$ cat src/sv/vfccf_pkg.sv
package vfccf_pkg;

    localparam int MAX_BUFFER_DEF = 32;
    localparam int MIN_BUFFER     = 16;
    localparam int FRAME_MARGIN   = 8;
    localparam int QUEUE_DEPTH    = 4;

    localparam logic [5:0]  CAP_RESET = 6'd32;
    localparam logic [15:0] CRC_INIT  = 16'hFFFF;
    localparam logic [15:0] CRC_POLY  = 16'hA001;

    // Wire types placed in the low three bits of a field header.
    localparam logic [2:0] WT_VARINT  = 3'd0;
    localparam logic [2:0] WT_LEN     = 3'd2;
    localparam logic [2:0] WT_FIXED32 = 3'd5;

    localparam logic [2:0] OP_UNSIGNED = 3'd0;
    localparam logic [2:0] OP_SIGNED   = 3'd1;
    localparam logic [2:0] OP_FLOAT    = 3'd2;
    localparam logic [2:0] OP_BLOB_HDR = 3'd3;
    localparam logic [2:0] OP_BLOB_BYTE = 3'd4;

    typedef enum logic [1:0] {
        CMD_PUT,
        CMD_CLOSE,
        CMD_DROP
    } t_cmd_kind;

    typedef struct packed {
        t_cmd_kind  kind;
        logic [7:0] data;
    } t_cmd;

    typedef enum logic [2:0] {
        F_IDLE,
        F_DROP,
        F_HDR,
        F_VAL,
        F_CLOSE
    } t_front_state;

    typedef enum logic [2:0] {
        B_IDLE,
        B_CRC_LO,
        B_CRC_HI,
        B_FIX,
        B_SEND,
        B_WAIT,
        B_DELIM,
        B_PUT
    } t_back_state;

    // CRC-16/Modbus update by one byte, reflected form.
    function automatic logic [15:0] crc_byte(input logic [15:0] crc, input logic [7:0] b);
        logic [15:0] c;
        c = crc ^ {8'h00, b};
        for (int k = 0; k < 8; k++) begin
            if (c[0]) begin
                c = (c >> 1) ^ CRC_POLY;
            end else begin
                c = c >> 1;
            end
        end
        return c;
    endfunction

endpackage

$ cat src/sv/varint_field_cobs_crc_framer.sv
// Telemetry framer: tagged fields in, COBS-encoded frames with CRC-16/Modbus out.
// Input channel (i_valid/o_ready) takes one item: opcode, tag and value. Output
// channel (o_valid/i_ready) gives one wire byte per transfer, o_frame_end marking
// the zero delimiter that closes each frame.
// The front end accepts an item when it is idle and spends one cycle per
// generated payload byte (varint, float or blob byte) pushing commands into a
// four-entry queue, holding while the queue is full. An ignored item pushes no
// command; a blob byte pushes its byte and a field its header and value bytes.
// The back end stores each payload byte, already COBS-encoded, in a RAM with a
// registered read. Closing a frame writes the CRC and code fixup (B_CRC_LO,
// B_CRC_HI, B_FIX), then sends each wire byte via B_SEND and B_WAIT, limited by
// the registered RAM read. Blob bytes stream between frame closes, each taken
// once the last is pushed. The first wire byte of a frame is valid after the
// back end, having taken the command that closes it, passes B_CRC_LO to B_WAIT.
// When the receiver stalls, the output register holds the byte, the back end
// waits, the queue fills and the input then stops accepting.
// Reset empties the queue and the frame, clears any pending blob, sets the CRC to
// its initial value and the capacity register to 32. i_cfg_we writes the capacity
// register; the user must write it only while no item is in flight, unenforced.
module varint_field_cobs_crc_framer #(
    parameter int MAX_BUFFER = vfccf_pkg::MAX_BUFFER_DEF
) (
    input  logic        i_clk,
    input  logic        i_rst_n,
    input  logic        i_cfg_we,
    input  logic [5:0]  i_cfg_wdata,
    input  logic        i_valid,
    output logic        o_ready,
    input  logic [2:0]  i_opcode,
    input  logic [7:0]  i_tag,
    input  logic [31:0] i_value,
    output logic        o_valid,
    input  logic        i_ready,
    output logic [7:0]  o_out_byte,
    output logic        o_frame_end
);

    logic [5:0]      r_cap;
    logic            q_push, q_full, q_pop, q_empty;
    vfccf_pkg::t_cmd q_din, q_dout;

    always_ff @(posedge i_clk) begin
        if (!i_rst_n) begin
            r_cap <= vfccf_pkg::CAP_RESET;
        end else if (i_cfg_we) begin
            r_cap <= i_cfg_wdata;
        end
    end

    vfccf_front u_front (
        .i_clk   (i_clk),
        .i_rst_n (i_rst_n),
        .i_valid (i_valid),
        .o_ready (o_ready),
        .i_opcode(i_opcode),
        .i_tag   (i_tag),
        .i_value (i_value),
        .o_push  (q_push),
        .o_cmd   (q_din),
        .i_full  (q_full)
    );

    vfccf_queue u_queue (
        .i_clk  (i_clk),
        .i_rst_n(i_rst_n),
        .i_push (q_push),
        .i_din  (q_din),
        .o_full (q_full),
        .i_pop  (q_pop),
        .o_dout (q_dout),
        .o_empty(q_empty)
    );

    vfccf_back #(.MAX_BUFFER(MAX_BUFFER)) u_back (
        .i_clk      (i_clk),
        .i_rst_n    (i_rst_n),
        .i_cap      (r_cap),
        .i_cmd      (q_dout),
        .i_empty    (q_empty),
        .o_pop      (q_pop),
        .o_valid    (o_valid),
        .i_ready    (i_ready),
        .o_out_byte (o_out_byte),
        .o_frame_end(o_frame_end)
    );

endmodule

$ cat src/sv/vfccf_ram.sv
module vfccf_ram #(
    parameter int WIDTH = 8,
    parameter int DEPTH = 36
) (
    input  logic                     i_clk,
    input  logic                     i_we,
    input  logic [$clog2(DEPTH)-1:0] i_waddr,
    input  logic [WIDTH-1:0]         i_wdata,
    input  logic                     i_re,
    input  logic [$clog2(DEPTH)-1:0] i_raddr,
    output logic [WIDTH-1:0]         o_rdata
);

    logic [WIDTH-1:0] r_mem [DEPTH];
    logic [WIDTH-1:0] r_rdata;

    always_ff @(posedge i_clk) begin
        if (i_we) begin
            r_mem[i_waddr] <= i_wdata;
        end
        if (i_re) begin
            r_rdata <= r_mem[i_raddr];
        end
    end

    assign o_rdata = r_rdata;

endmodule

$ cat src/sv/vfccf_queue.sv
module vfccf_queue (
    input  logic           i_clk,
    input  logic           i_rst_n,
    input  logic           i_push,
    input  vfccf_pkg::t_cmd i_din,
    output logic           o_full,
    input  logic           i_pop,
    output vfccf_pkg::t_cmd o_dout,
    output logic           o_empty
);

    localparam int AW = $clog2(vfccf_pkg::QUEUE_DEPTH);

    vfccf_pkg::t_cmd r_slot [vfccf_pkg::QUEUE_DEPTH];
    logic [AW-1:0] r_wp, r_rp;
    logic [AW:0]   r_cnt;

    assign o_full  = (r_cnt == (AW+1)'(vfccf_pkg::QUEUE_DEPTH));
    assign o_empty = (r_cnt == '0);
    assign o_dout  = r_slot[r_rp];

    always_ff @(posedge i_clk) begin
        if (!i_rst_n) begin
            r_wp  <= '0;
            r_rp  <= '0;
            r_cnt <= '0;
        end else begin
            if (i_push) begin
                r_wp <= r_wp + 1'b1;
            end
            if (i_pop) begin
                r_rp <= r_rp + 1'b1;
            end
            if (i_push && !i_pop) begin
                r_cnt <= r_cnt + 1'b1;
            end else if (!i_push && i_pop) begin
                r_cnt <= r_cnt - 1'b1;
            end
        end
    end

    always_ff @(posedge i_clk) begin
        if (i_push) begin
            r_slot[r_wp] <= i_din;
        end
    end

endmodule

$ cat src/sv/vfccf_front.sv
module vfccf_front (
    input  logic            i_clk,
    input  logic            i_rst_n,
    input  logic            i_valid,
    output logic            o_ready,
    input  logic [2:0]      i_opcode,
    input  logic [7:0]      i_tag,
    input  logic [31:0]     i_value,
    output logic            o_push,
    output vfccf_pkg::t_cmd o_cmd,
    input  logic            i_full
);

    vfccf_pkg::t_front_state r_state, n_state;
    logic [10:0] r_hdr, n_hdr;
    logic [31:0] r_val, n_val;
    logic        r_raw, n_raw;
    logic [2:0]  r_cnt, n_cnt;
    logic        r_close, n_close;
    logic [15:0] r_blob, n_blob;

    logic        accept, blob_busy, hdr_last, val_last;
    logic [2:0]  wire_type;

    assign o_ready   = (r_state == vfccf_pkg::F_IDLE);
    assign accept    = i_valid && o_ready;
    assign blob_busy = (r_blob != '0);
    assign hdr_last  = (r_hdr < 11'h080);
    assign val_last  = r_raw ? (r_cnt == 3'd1) : (r_val < 32'h80);

    always_comb begin
        case (i_opcode)
            vfccf_pkg::OP_FLOAT:    wire_type = vfccf_pkg::WT_FIXED32;
            vfccf_pkg::OP_BLOB_HDR: wire_type = vfccf_pkg::WT_LEN;
            default:                wire_type = vfccf_pkg::WT_VARINT;
        endcase
    end

    always_comb begin
        n_state = r_state;
        case (r_state)
            vfccf_pkg::F_IDLE: begin
                if (accept) begin
                    if (i_opcode == vfccf_pkg::OP_BLOB_BYTE) begin
                        if (blob_busy) begin
                            n_state = vfccf_pkg::F_VAL;
                        end
                    end else if (i_opcode < vfccf_pkg::OP_BLOB_BYTE) begin
                        n_state = blob_busy ? vfccf_pkg::F_DROP : vfccf_pkg::F_HDR;
                    end
                end
            end
            vfccf_pkg::F_DROP: begin
                if (!i_full) begin
                    n_state = vfccf_pkg::F_HDR;
                end
            end
            vfccf_pkg::F_HDR: begin
                if (!i_full && hdr_last) begin
                    n_state = vfccf_pkg::F_VAL;
                end
            end
            vfccf_pkg::F_VAL: begin
                if (!i_full && val_last) begin
                    n_state = r_close ? vfccf_pkg::F_CLOSE : vfccf_pkg::F_IDLE;
                end
            end
            vfccf_pkg::F_CLOSE: begin
                if (!i_full) begin
                    n_state = vfccf_pkg::F_IDLE;
                end
            end
            default: n_state = vfccf_pkg::F_IDLE;
        endcase
    end

    always_comb begin
        n_hdr   = r_hdr;
        n_val   = r_val;
        n_raw   = r_raw;
        n_cnt   = r_cnt;
        n_close = r_close;
        n_blob  = r_blob;
        o_push  = 1'b0;
        o_cmd   = '{kind: vfccf_pkg::CMD_PUT, data: 8'h00};
        case (r_state)
            vfccf_pkg::F_IDLE: begin
                if (accept) begin
                    n_hdr = {i_tag, wire_type};
                    if (i_opcode == vfccf_pkg::OP_BLOB_BYTE) begin
                        n_val   = {24'h0, i_value[7:0]};
                        n_raw   = 1'b1;
                        n_cnt   = 3'd1;
                        n_close = (r_blob == 16'd1);
                        if (blob_busy) begin
                            n_blob = r_blob - 1'b1;
                        end
                    end else if (i_opcode < vfccf_pkg::OP_BLOB_BYTE) begin
                        n_raw   = (i_opcode == vfccf_pkg::OP_FLOAT);
                        n_cnt   = 3'd4;
                        n_close = 1'b1;
                        n_blob  = '0;
                        case (i_opcode)
                            vfccf_pkg::OP_SIGNED:
                                n_val = {i_value[30:0], 1'b0} ^ {32{i_value[31]}};
                            vfccf_pkg::OP_BLOB_HDR: begin
                                n_val   = {16'h0, i_value[15:0]};
                                n_blob  = i_value[15:0];
                                n_close = (i_value[15:0] == 16'h0);
                            end
                            default: n_val = i_value;
                        endcase
                    end
                end
            end
            vfccf_pkg::F_DROP: begin
                o_push = !i_full;
                o_cmd  = '{kind: vfccf_pkg::CMD_DROP, data: 8'h00};
            end
            vfccf_pkg::F_HDR: begin
                o_push = !i_full;
                o_cmd  = '{kind: vfccf_pkg::CMD_PUT,
                           data: hdr_last ? r_hdr[7:0] : {1'b1, r_hdr[6:0]}};
                if (!i_full) begin
                    n_hdr = r_hdr >> 7;
                end
            end
            vfccf_pkg::F_VAL: begin
                o_push = !i_full;
                if (r_raw) begin
                    o_cmd = '{kind: vfccf_pkg::CMD_PUT, data: r_val[7:0]};
                    if (!i_full) begin
                        n_val = r_val >> 8;
                        n_cnt = r_cnt - 1'b1;
                    end
                end else begin
                    o_cmd = '{kind: vfccf_pkg::CMD_PUT,
                              data: val_last ? r_val[7:0] : {1'b1, r_val[6:0]}};
                    if (!i_full) begin
                        n_val = r_val >> 7;
                    end
                end
            end
            vfccf_pkg::F_CLOSE: begin
                o_push = !i_full;
                o_cmd  = '{kind: vfccf_pkg::CMD_CLOSE, data: 8'h00};
            end
            default: begin
            end
        endcase
    end

    always_ff @(posedge i_clk) begin
        if (!i_rst_n) begin
            r_state <= vfccf_pkg::F_IDLE;
            r_blob  <= '0;
        end else begin
            r_state <= n_state;
            r_blob  <= n_blob;
        end
    end

    always_ff @(posedge i_clk) begin
        r_hdr   <= n_hdr;
        r_val   <= n_val;
        r_raw   <= n_raw;
        r_cnt   <= n_cnt;
        r_close <= n_close;
    end

endmodule

$ cat src/sv/vfccf_back.sv
module vfccf_back #(
    parameter int MAX_BUFFER = vfccf_pkg::MAX_BUFFER_DEF
) (
    input  logic            i_clk,
    input  logic            i_rst_n,
    input  logic [5:0]      i_cap,
    input  vfccf_pkg::t_cmd i_cmd,
    input  logic            i_empty,
    output logic            o_pop,
    output logic            o_valid,
    input  logic            i_ready,
    output logic [7:0]      o_out_byte,
    output logic            o_frame_end
);

    localparam int DEPTH = MAX_BUFFER + 4;
    localparam int AW    = $clog2(DEPTH);
    localparam int FW    = $clog2(MAX_BUFFER + 1);

    vfccf_pkg::t_back_state r_state, n_state;
    logic [FW-1:0] r_fill, n_fill;
    logic [15:0]   r_crc, n_crc;
    logic [AW-1:0] r_w, n_w, r_ci, n_ci, r_rd, n_rd;
    logic [7:0]    r_code, n_code;
    logic          r_pend, n_pend;
    logic [7:0]    r_pb, n_pb;
    logic          r_ov, n_ov;
    logic [7:0]    r_ob, n_ob;
    logic          r_oe, n_oe;

    logic          we, re;
    logic [AW-1:0] waddr, raddr;
    logic [7:0]    wdata, rdata;
    logic          enc_en, enc_pay;
    logic [7:0]    enc_b;
    logic [7:0]    cap_c, limit;
    logic          full, slot_free, last_rd;

    always_comb begin
        cap_c = {2'b00, i_cap};
        if (cap_c < 8'(vfccf_pkg::MIN_BUFFER)) begin
            cap_c = 8'(vfccf_pkg::MIN_BUFFER);
        end else if (cap_c > 8'(MAX_BUFFER)) begin
            cap_c = 8'(MAX_BUFFER);
        end
        limit = cap_c - 8'(vfccf_pkg::FRAME_MARGIN);
    end

    assign full      = (8'(r_fill) >= limit);
    assign slot_free = !r_ov || i_ready;
    assign last_rd   = ((r_rd + 1'b1) == r_w);

    vfccf_ram #(.WIDTH(8), .DEPTH(DEPTH)) u_ram (
        .i_clk  (i_clk),
        .i_we   (we),
        .i_waddr(waddr),
        .i_wdata(wdata),
        .i_re   (re),
        .i_raddr(raddr),
        .o_rdata(rdata)
    );

    always_comb begin
        n_state = r_state;
        case (r_state)
            vfccf_pkg::B_IDLE: begin
                if (!i_empty) begin
                    if (i_cmd.kind == vfccf_pkg::CMD_CLOSE && r_fill != '0) begin
                        n_state = vfccf_pkg::B_CRC_LO;
                    end else if (i_cmd.kind == vfccf_pkg::CMD_PUT && full) begin
                        n_state = vfccf_pkg::B_CRC_LO;
                    end
                end
            end
            vfccf_pkg::B_CRC_LO: n_state = vfccf_pkg::B_CRC_HI;
            vfccf_pkg::B_CRC_HI: n_state = vfccf_pkg::B_FIX;
            vfccf_pkg::B_FIX:    n_state = vfccf_pkg::B_SEND;
            vfccf_pkg::B_SEND:   n_state = vfccf_pkg::B_WAIT;
            vfccf_pkg::B_WAIT: begin
                if (slot_free) begin
                    n_state = last_rd ? vfccf_pkg::B_DELIM : vfccf_pkg::B_SEND;
                end
            end
            vfccf_pkg::B_DELIM: begin
                if (slot_free) begin
                    n_state = r_pend ? vfccf_pkg::B_PUT : vfccf_pkg::B_IDLE;
                end
            end
            vfccf_pkg::B_PUT: n_state = vfccf_pkg::B_IDLE;
            default:          n_state = vfccf_pkg::B_IDLE;
        endcase
    end

    always_comb begin
        n_fill  = r_fill;
        n_crc   = r_crc;
        n_w     = r_w;
        n_ci    = r_ci;
        n_code  = r_code;
        n_rd    = r_rd;
        n_pend  = r_pend;
        n_pb    = r_pb;
        n_ov    = r_ov && !i_ready;
        n_ob    = r_ob;
        n_oe    = r_oe;
        o_pop   = 1'b0;
        we      = 1'b0;
        waddr   = r_w;
        wdata   = 8'h00;
        re      = 1'b0;
        raddr   = r_rd;
        enc_en  = 1'b0;
        enc_pay = 1'b0;
        enc_b   = 8'h00;
        case (r_state)
            vfccf_pkg::B_IDLE: begin
                if (!i_empty) begin
                    o_pop = 1'b1;
                    case (i_cmd.kind)
                        vfccf_pkg::CMD_DROP: begin
                            n_fill = '0;
                            n_crc  = vfccf_pkg::CRC_INIT;
                            n_w    = AW'(1);
                            n_ci   = '0;
                            n_code = 8'd1;
                        end
                        vfccf_pkg::CMD_PUT: begin
                            if (full) begin
                                n_pend = 1'b1;
                                n_pb   = i_cmd.data;
                            end else begin
                                enc_en  = 1'b1;
                                enc_pay = 1'b1;
                                enc_b   = i_cmd.data;
                            end
                        end
                        default: begin
                        end
                    endcase
                end
            end
            vfccf_pkg::B_CRC_LO: begin
                enc_en = 1'b1;
                enc_b  = r_crc[7:0];
            end
            vfccf_pkg::B_CRC_HI: begin
                enc_en = 1'b1;
                enc_b  = r_crc[15:8];
            end
            vfccf_pkg::B_FIX: begin
                // The last block's code byte goes back into its reserved slot.
                we    = 1'b1;
                waddr = r_ci;
                wdata = r_code;
                n_rd  = '0;
            end
            vfccf_pkg::B_SEND: begin
                re = 1'b1;
            end
            vfccf_pkg::B_WAIT: begin
                if (slot_free) begin
                    n_ov = 1'b1;
                    n_ob = rdata;
                    n_oe = 1'b0;
                    n_rd = r_rd + 1'b1;
                end
            end
            vfccf_pkg::B_DELIM: begin
                if (slot_free) begin
                    n_ov   = 1'b1;
                    n_ob   = 8'h00;
                    n_oe   = 1'b1;
                    n_fill = '0;
                    n_crc  = vfccf_pkg::CRC_INIT;
                    n_w    = AW'(1);
                    n_ci   = '0;
                    n_code = 8'd1;
                end
            end
            vfccf_pkg::B_PUT: begin
                n_pend  = 1'b0;
                enc_en  = 1'b1;
                enc_pay = 1'b1;
                enc_b   = r_pb;
            end
            default: begin
            end
        endcase

        // COBS is built in place: data bytes go to the write pointer, and a zero
        // byte finishes the open block by writing its code into the reserved slot.
        if (enc_en) begin
            we = 1'b1;
            if (enc_b == 8'h00) begin
                waddr  = r_ci;
                wdata  = r_code;
                n_ci   = r_w;
                n_w    = r_w + 1'b1;
                n_code = 8'd1;
            end else begin
                waddr  = r_w;
                wdata  = enc_b;
                n_w    = r_w + 1'b1;
                n_code = r_code + 1'b1;
            end
            if (enc_pay) begin
                n_fill = r_fill + 1'b1;
                n_crc  = vfccf_pkg::crc_byte(r_crc, enc_b);
            end
        end
    end

    always_ff @(posedge i_clk) begin
        if (!i_rst_n) begin
            r_state <= vfccf_pkg::B_IDLE;
            r_fill  <= '0;
            r_crc   <= vfccf_pkg::CRC_INIT;
            r_w     <= AW'(1);
            r_ci    <= '0;
            r_code  <= 8'd1;
            r_pend  <= 1'b0;
            r_ov    <= 1'b0;
        end else begin
            r_state <= n_state;
            r_fill  <= n_fill;
            r_crc   <= n_crc;
            r_w     <= n_w;
            r_ci    <= n_ci;
            r_code  <= n_code;
            r_pend  <= n_pend;
            r_ov    <= n_ov;
        end
    end

    always_ff @(posedge i_clk) begin
        r_rd <= n_rd;
        r_pb <= n_pb;
        r_ob <= n_ob;
        r_oe <= n_oe;
    end

    assign o_valid     = r_ov;
    assign o_out_byte  = r_ob;
    assign o_frame_end = r_oe;

endmodule
$ cat config.mk
export PLATFORM = sky130hd
export DESIGN_NAME = varint_field_cobs_crc_framer
export DESIGN_NICKNAME = d
export VERILOG_FILES = /design/src/sv/vfccf_pkg.sv /design/src/sv/varint_field_cobs_crc_framer.sv /design/src/sv/vfccf_ram.sv /design/src/sv/vfccf_queue.sv /design/src/sv/vfccf_front.sv /design/src/sv/vfccf_back.sv
export SDC_FILE = /design/constraint.sdc
export NUM_CORES = 1
export LEC_CHECK = 0
export BUFFER_PORTS_ARGS = -buffer_cell sky130_fd_sc_hd__buf_2
export CAP_MARGIN = 20
export CORE_MARGIN = 2
export CORE_UTILIZATION = 50
export DETAILED_ROUTE_END_ITERATION = 16
export GPL_ROUTABILITY_DRIVEN = 0
export GPL_TIMING_DRIVEN = 0
export PLACE_DENSITY_LB_ADDON = 0.1
export SYNTH_ARGS = -nofsm -noshare
export SYNTH_HDL_FRONTEND = slang
export SYNTH_SLANG_ARGS = --single-unit
$ cat constraint.sdc
create_clock -name i_clk -period 5.6 [get_ports i_clk]
set_input_delay 0.56 -clock i_clk [delete_from_list [all_inputs] [get_ports i_clk]]
set_output_delay 0.56 -clock i_clk [all_outputs]
set_load 0.02 [all_outputs]
==> impl_metrics.tcl <==
set metrics [dict create \
    outcome "completed" \
    cpMostUsedCell "nand2_1" \
    setup_violations 0 \
    avgSynthCellArea_um2 14.57 \
    vias_per_cell 5.760 \
    die_area_um2 45210 \
    synth_nets 1570 \
    clock_sinks 488 \
    num_antenna_cells 0 \
    maxCapViolCount 0 \
    ys_ff_latch 488 \
    finClkSkew_ns 0.02178 \
    internal_power_uw 7974 \
    ant_nets 0 \
    worst_pin_slew_ns 1.010 \
    relSlewSlack 0.3253 \
    cts_made_buffers 51 \
    r2r_setup_slack_ns 0.34 \
    p_sw_uw 3693 \
    critPathArrivalTime_ns 5.56 \
    wl_per_cell_um 22.28 \
    r2r_cells 17 \
    clkSlewWorstSetupHoldPaths_ns 0.06 \
    num_rows 76 \
    wirelength_mm 50.86 \
    dp_hpwl_mm 36.40 \
    drtIter0Drc 1008 \
    hold_viol_final 0 \
    die_y_um 212.6 \
    crit_start "r_cap[5]" \
    slew_violations 0 \
    critPathLaunchType "flop" \
    post_cts_buffers 0 \
    grt_pass1_wl_mm 78.30 \
    fin_ws_ns 0.3441 \
    cts_tree "built" \
    critPathMaxStageDelay_ns 0.75 \
    synth-edff-count 407 \
    syn_area_um2 21760 \
    synthCells 1494 \
    grt_use_total 0.2326 \
    start_util 0.5063 \
    clk_path_buf_depth 3 \
    ys_warn_count 0 \
    drc 0 \
    synthDistinctLibCells 73 \
    critPathMaxFanout 10 \
    fp.coreArea_um2 42980 \
    die_x_um 212.6 \
    sw_frac_of_total 0.3166 \
    cp.required_ns 5.90 \
    via_count 13150 \
    p_seq_frac 0.426 \
    synth_seq_area_share 0.6362 \
    finalSetupTns_ns 0 \
    crit_path_end "u_back.u_ram.r_mem[8][7]" \
    p_clk_frac 0.279 \
    async_flop_share 0 \
    fin_util 0.5808 \
    antenna_found_initial 0 \
    grt_pass1_vias 13240 \
    grt_setup_unrepaired "yes" \
    finalCritPeriodShare 0.9386 \
    htree_levels 2 \
    post-route-min-period_ns 5.256 \
    postCtsHoldBufs 0 \
    critPathCaptureType "flop" \
    hp-class "in2reg" \
    r2r-start "r_cap[5]" \
    powerDensity_nw_per_um2 467.3 \
    cp_slowest_cell "nor3_1" \
    cts_resized 0 \
    place_ws_ns 0.3041 \
    clk_latency_ns 0.61 \
    grt-ovfl-total 0 \
    drive_above_1_share 0.1826 \
    cts-root-buf "clkbuf_16" \
    fin_nets 1735 \
    ir_drop_mv 0.2458 \
    comb_power_share 0.294 \
    firstDrtPassIters 8 \
    crit_chain "nor2b_1 -> nand2_1 -> ha_1 -> xnor2_1 -> ha_1 -> nand2_1 -> a31oi_1 -> a2111oi_4 -> a21oi_1 -> nor3_2 -> a211oi_1 -> buf_2 -> mux2i_1 -> nand2_1 -> clkbuf_1 -> nor3_1 -> buf_4" \
    fmax_mhz 190.3 \
    fill_cells 3476 \
    ys.flop_type "edfxtp_1" \
    criticalPathCategory "reg2reg" \
    grt_start_max_net_pins 37 \
    ioPinCount 65 \
    io_buffers 60 \
    leakage_uw 0.008724 \
    r2r_end "u_back.u_ram.r_mem[8][7]" \
    area_growth_pct 14.73 \
]
-- cell usage after synthesis (all sizes together) (4+ instances only) --
| master | number | area share |
|---|---|---|
| a21oi | 35 | 0.0080 |
| and2 | 39 | 0.011 |
| o211ai | 13 | 0.0047 |
| nor2b | 44 | 0.013 |
| nand4 | 4 | 0.0011 |
| a22o | 7 | 0.0028 |
| nand3 | 21 | 0.0048 |
| nand2b | 5 | 0.0014 |
| dfxtp | 81 | 0.075 |
| mux2i | 51 | 0.023 |
| nor2 | 66 | 0.012 |
| clkbuf | 67 | 0.012 |
| a21o | 15 | 0.0056 |
| mux2 | 4 | 0.0021 |
| mux4 | 98 | 0.10 |
| and3 | 7 | 0.0020 |
| nand2 | 89 | 0.015 |
| edfxtp | 407 | 0.56 |
| or3 | 9 | 0.0030 |
| xor2 | 38 | 0.017 |
| a21boi | 17 | 0.0059 |
| xnor2 | 31 | 0.012 |
| inv | 18 | 0.0031 |
| nor4 | 16 | 0.0046 |
| buf | 25 | 0.0060 |
| nor3 | 63 | 0.015 |
| ha | 21 | 0.012 |
| o22ai | 18 | 0.0052 |
| o21ai | 92 | 0.021 |
| nor3b | 19 | 0.0066 |
| a22oi | 30 | 0.010 |
-- kinds of logic after synthesis --
| group | count (synthesis) | share of synthesized area |
|---|---|---|
| DFF | 488 | 0.6362 |
| and+or+nand+nor | 392 | 0.09274 |
| AOI/OAI and AO/OA | 256 | 0.07613 |
| muxes | 153 | 0.1280 |
| buffers and inverters | 111 | 0.02093 |
| xor gates and xnor gates | 72 | 0.03306 |
| adders and majority gates | 22 | 0.01299 |
-- per-layer routing --
layer	global-route usage	vias up	wire length [µm]
li1	-	6117	-
met1	0.3104	6586	21620
met2	0.3946	376	25290
met3	0.03058	71	2531
met4	0.08006	0	1417
met5	0	-	0
-- metrics by stage --
stage	cells	power, µW	hold slack, ns	cell area (µm²)
global placement	2139	8120	0.4668	22790
global route	2283	12240	0.1680	24970
finish	2283	11670	0.1870	24970
CTS	2281	11730	0.1519	24920
detailed placement	2189	8454	0.4638	23310
floorplan	1494	7211	0.4408	21760
-- layout make-up --
class,count,area (µm²),area share
buffer,92,384.1,0.01539
clock buffer,70,1388,0.05558
clock inverter,22,219.0,0.008771
inverter,19,71.32,0.002857
multi-input combinational,895,7491,0.3001
sequential,488,13840,0.5545
tap,585,732.0,0.02932
timing repair buffer,112,837.1,0.03353
-- power groups by stage --
stage               Clock [µW]  Sequential (µW)  Combinational (µW)
floorplan                    0             5010                2200
global placement             0             5090                3030
detailed placement           0             5050                3400
CTS                       3330             4980                3410
global route              3470             5000                3760
finish                    3260             4980                3430
-- how the worst min path moves through the flow --
stage | endpoint | cells past startpoint | start | slack [ns]
4_1_cts | r_cap[5] | 3 | i_cfg_wdata[5] | 0.15
6_report | r_cap[5] | 3 | i_cfg_wdata[5] | 0.19
5_1_grt | r_cap[5] | 3 | i_cfg_wdata[5] | 0.17
3_3_place_gp | u_back.r_ci[0] | 2 | u_back.r_ci[0] | 0.47
2_1_floorplan | u_back.r_fill[5] | 1 | u_back.r_fill[5] | 0.44
3_5_place_dp | u_back.r_fill[5] | 1 | u_back.r_fill[5] | 0.46
-- placed cells by master (no fill, tap or decap), types with 12 or more instances in the layout --
cell type,Yosys,layout
nor4_1,16,16
buf_4,3,33
clkbuf_1,66,81
mux4_2,92,92
a21o_1,13,13
o211ai_1,12,12
nand3_1,21,21
mux2i_1,51,51
xnor2_1,31,31
nor3_1,62,61
o22ai_1,18,18
ha_1,21,21
nand2_1,89,89
nor2_1,65,65
buf_2,3,75
xor2_1,35,35
a21boi_0,17,17
dfxtp_1,81,81
a22oi_1,30,30
clkbuf_16,0,51
nor3b_1,19,18
buf_1,16,16
and2_1,39,39
edfxtp_1,407,407
nor2b_1,44,44
a21oi_1,35,35
inv_1,17,17
o21ai_0,92,91
-- critical path: cells and delay by family (launching register included) --
kind,cells,cell delay (ns)
flip-flops,1,0.35
XOR/XNOR,1,0.13
AND/OR/NAND/NOR,6,1.91
buffers and inverters,3,0.88
AO/OA/AOI/OAI,4,0.90
multiplexers,1,0.20
adder cells (fa/ha/maj),2,0.57
-- state kept, by name (all words and copies together) (netlist names), 8 cells and up, named ones only --
register              flops
u_front.r_val            32
u_back.r_code             8
u_back.r_pb               8
u_back.u_ram.r_mem      288
u_back.u_ram.o_rdata      8
u_front.r_hdr            11
u_back.o_out_byte         8
u_queue.r_slot           40
u_back.r_crc             16
u_front.r_blob           16
Power figures use the tool's default switching activity.
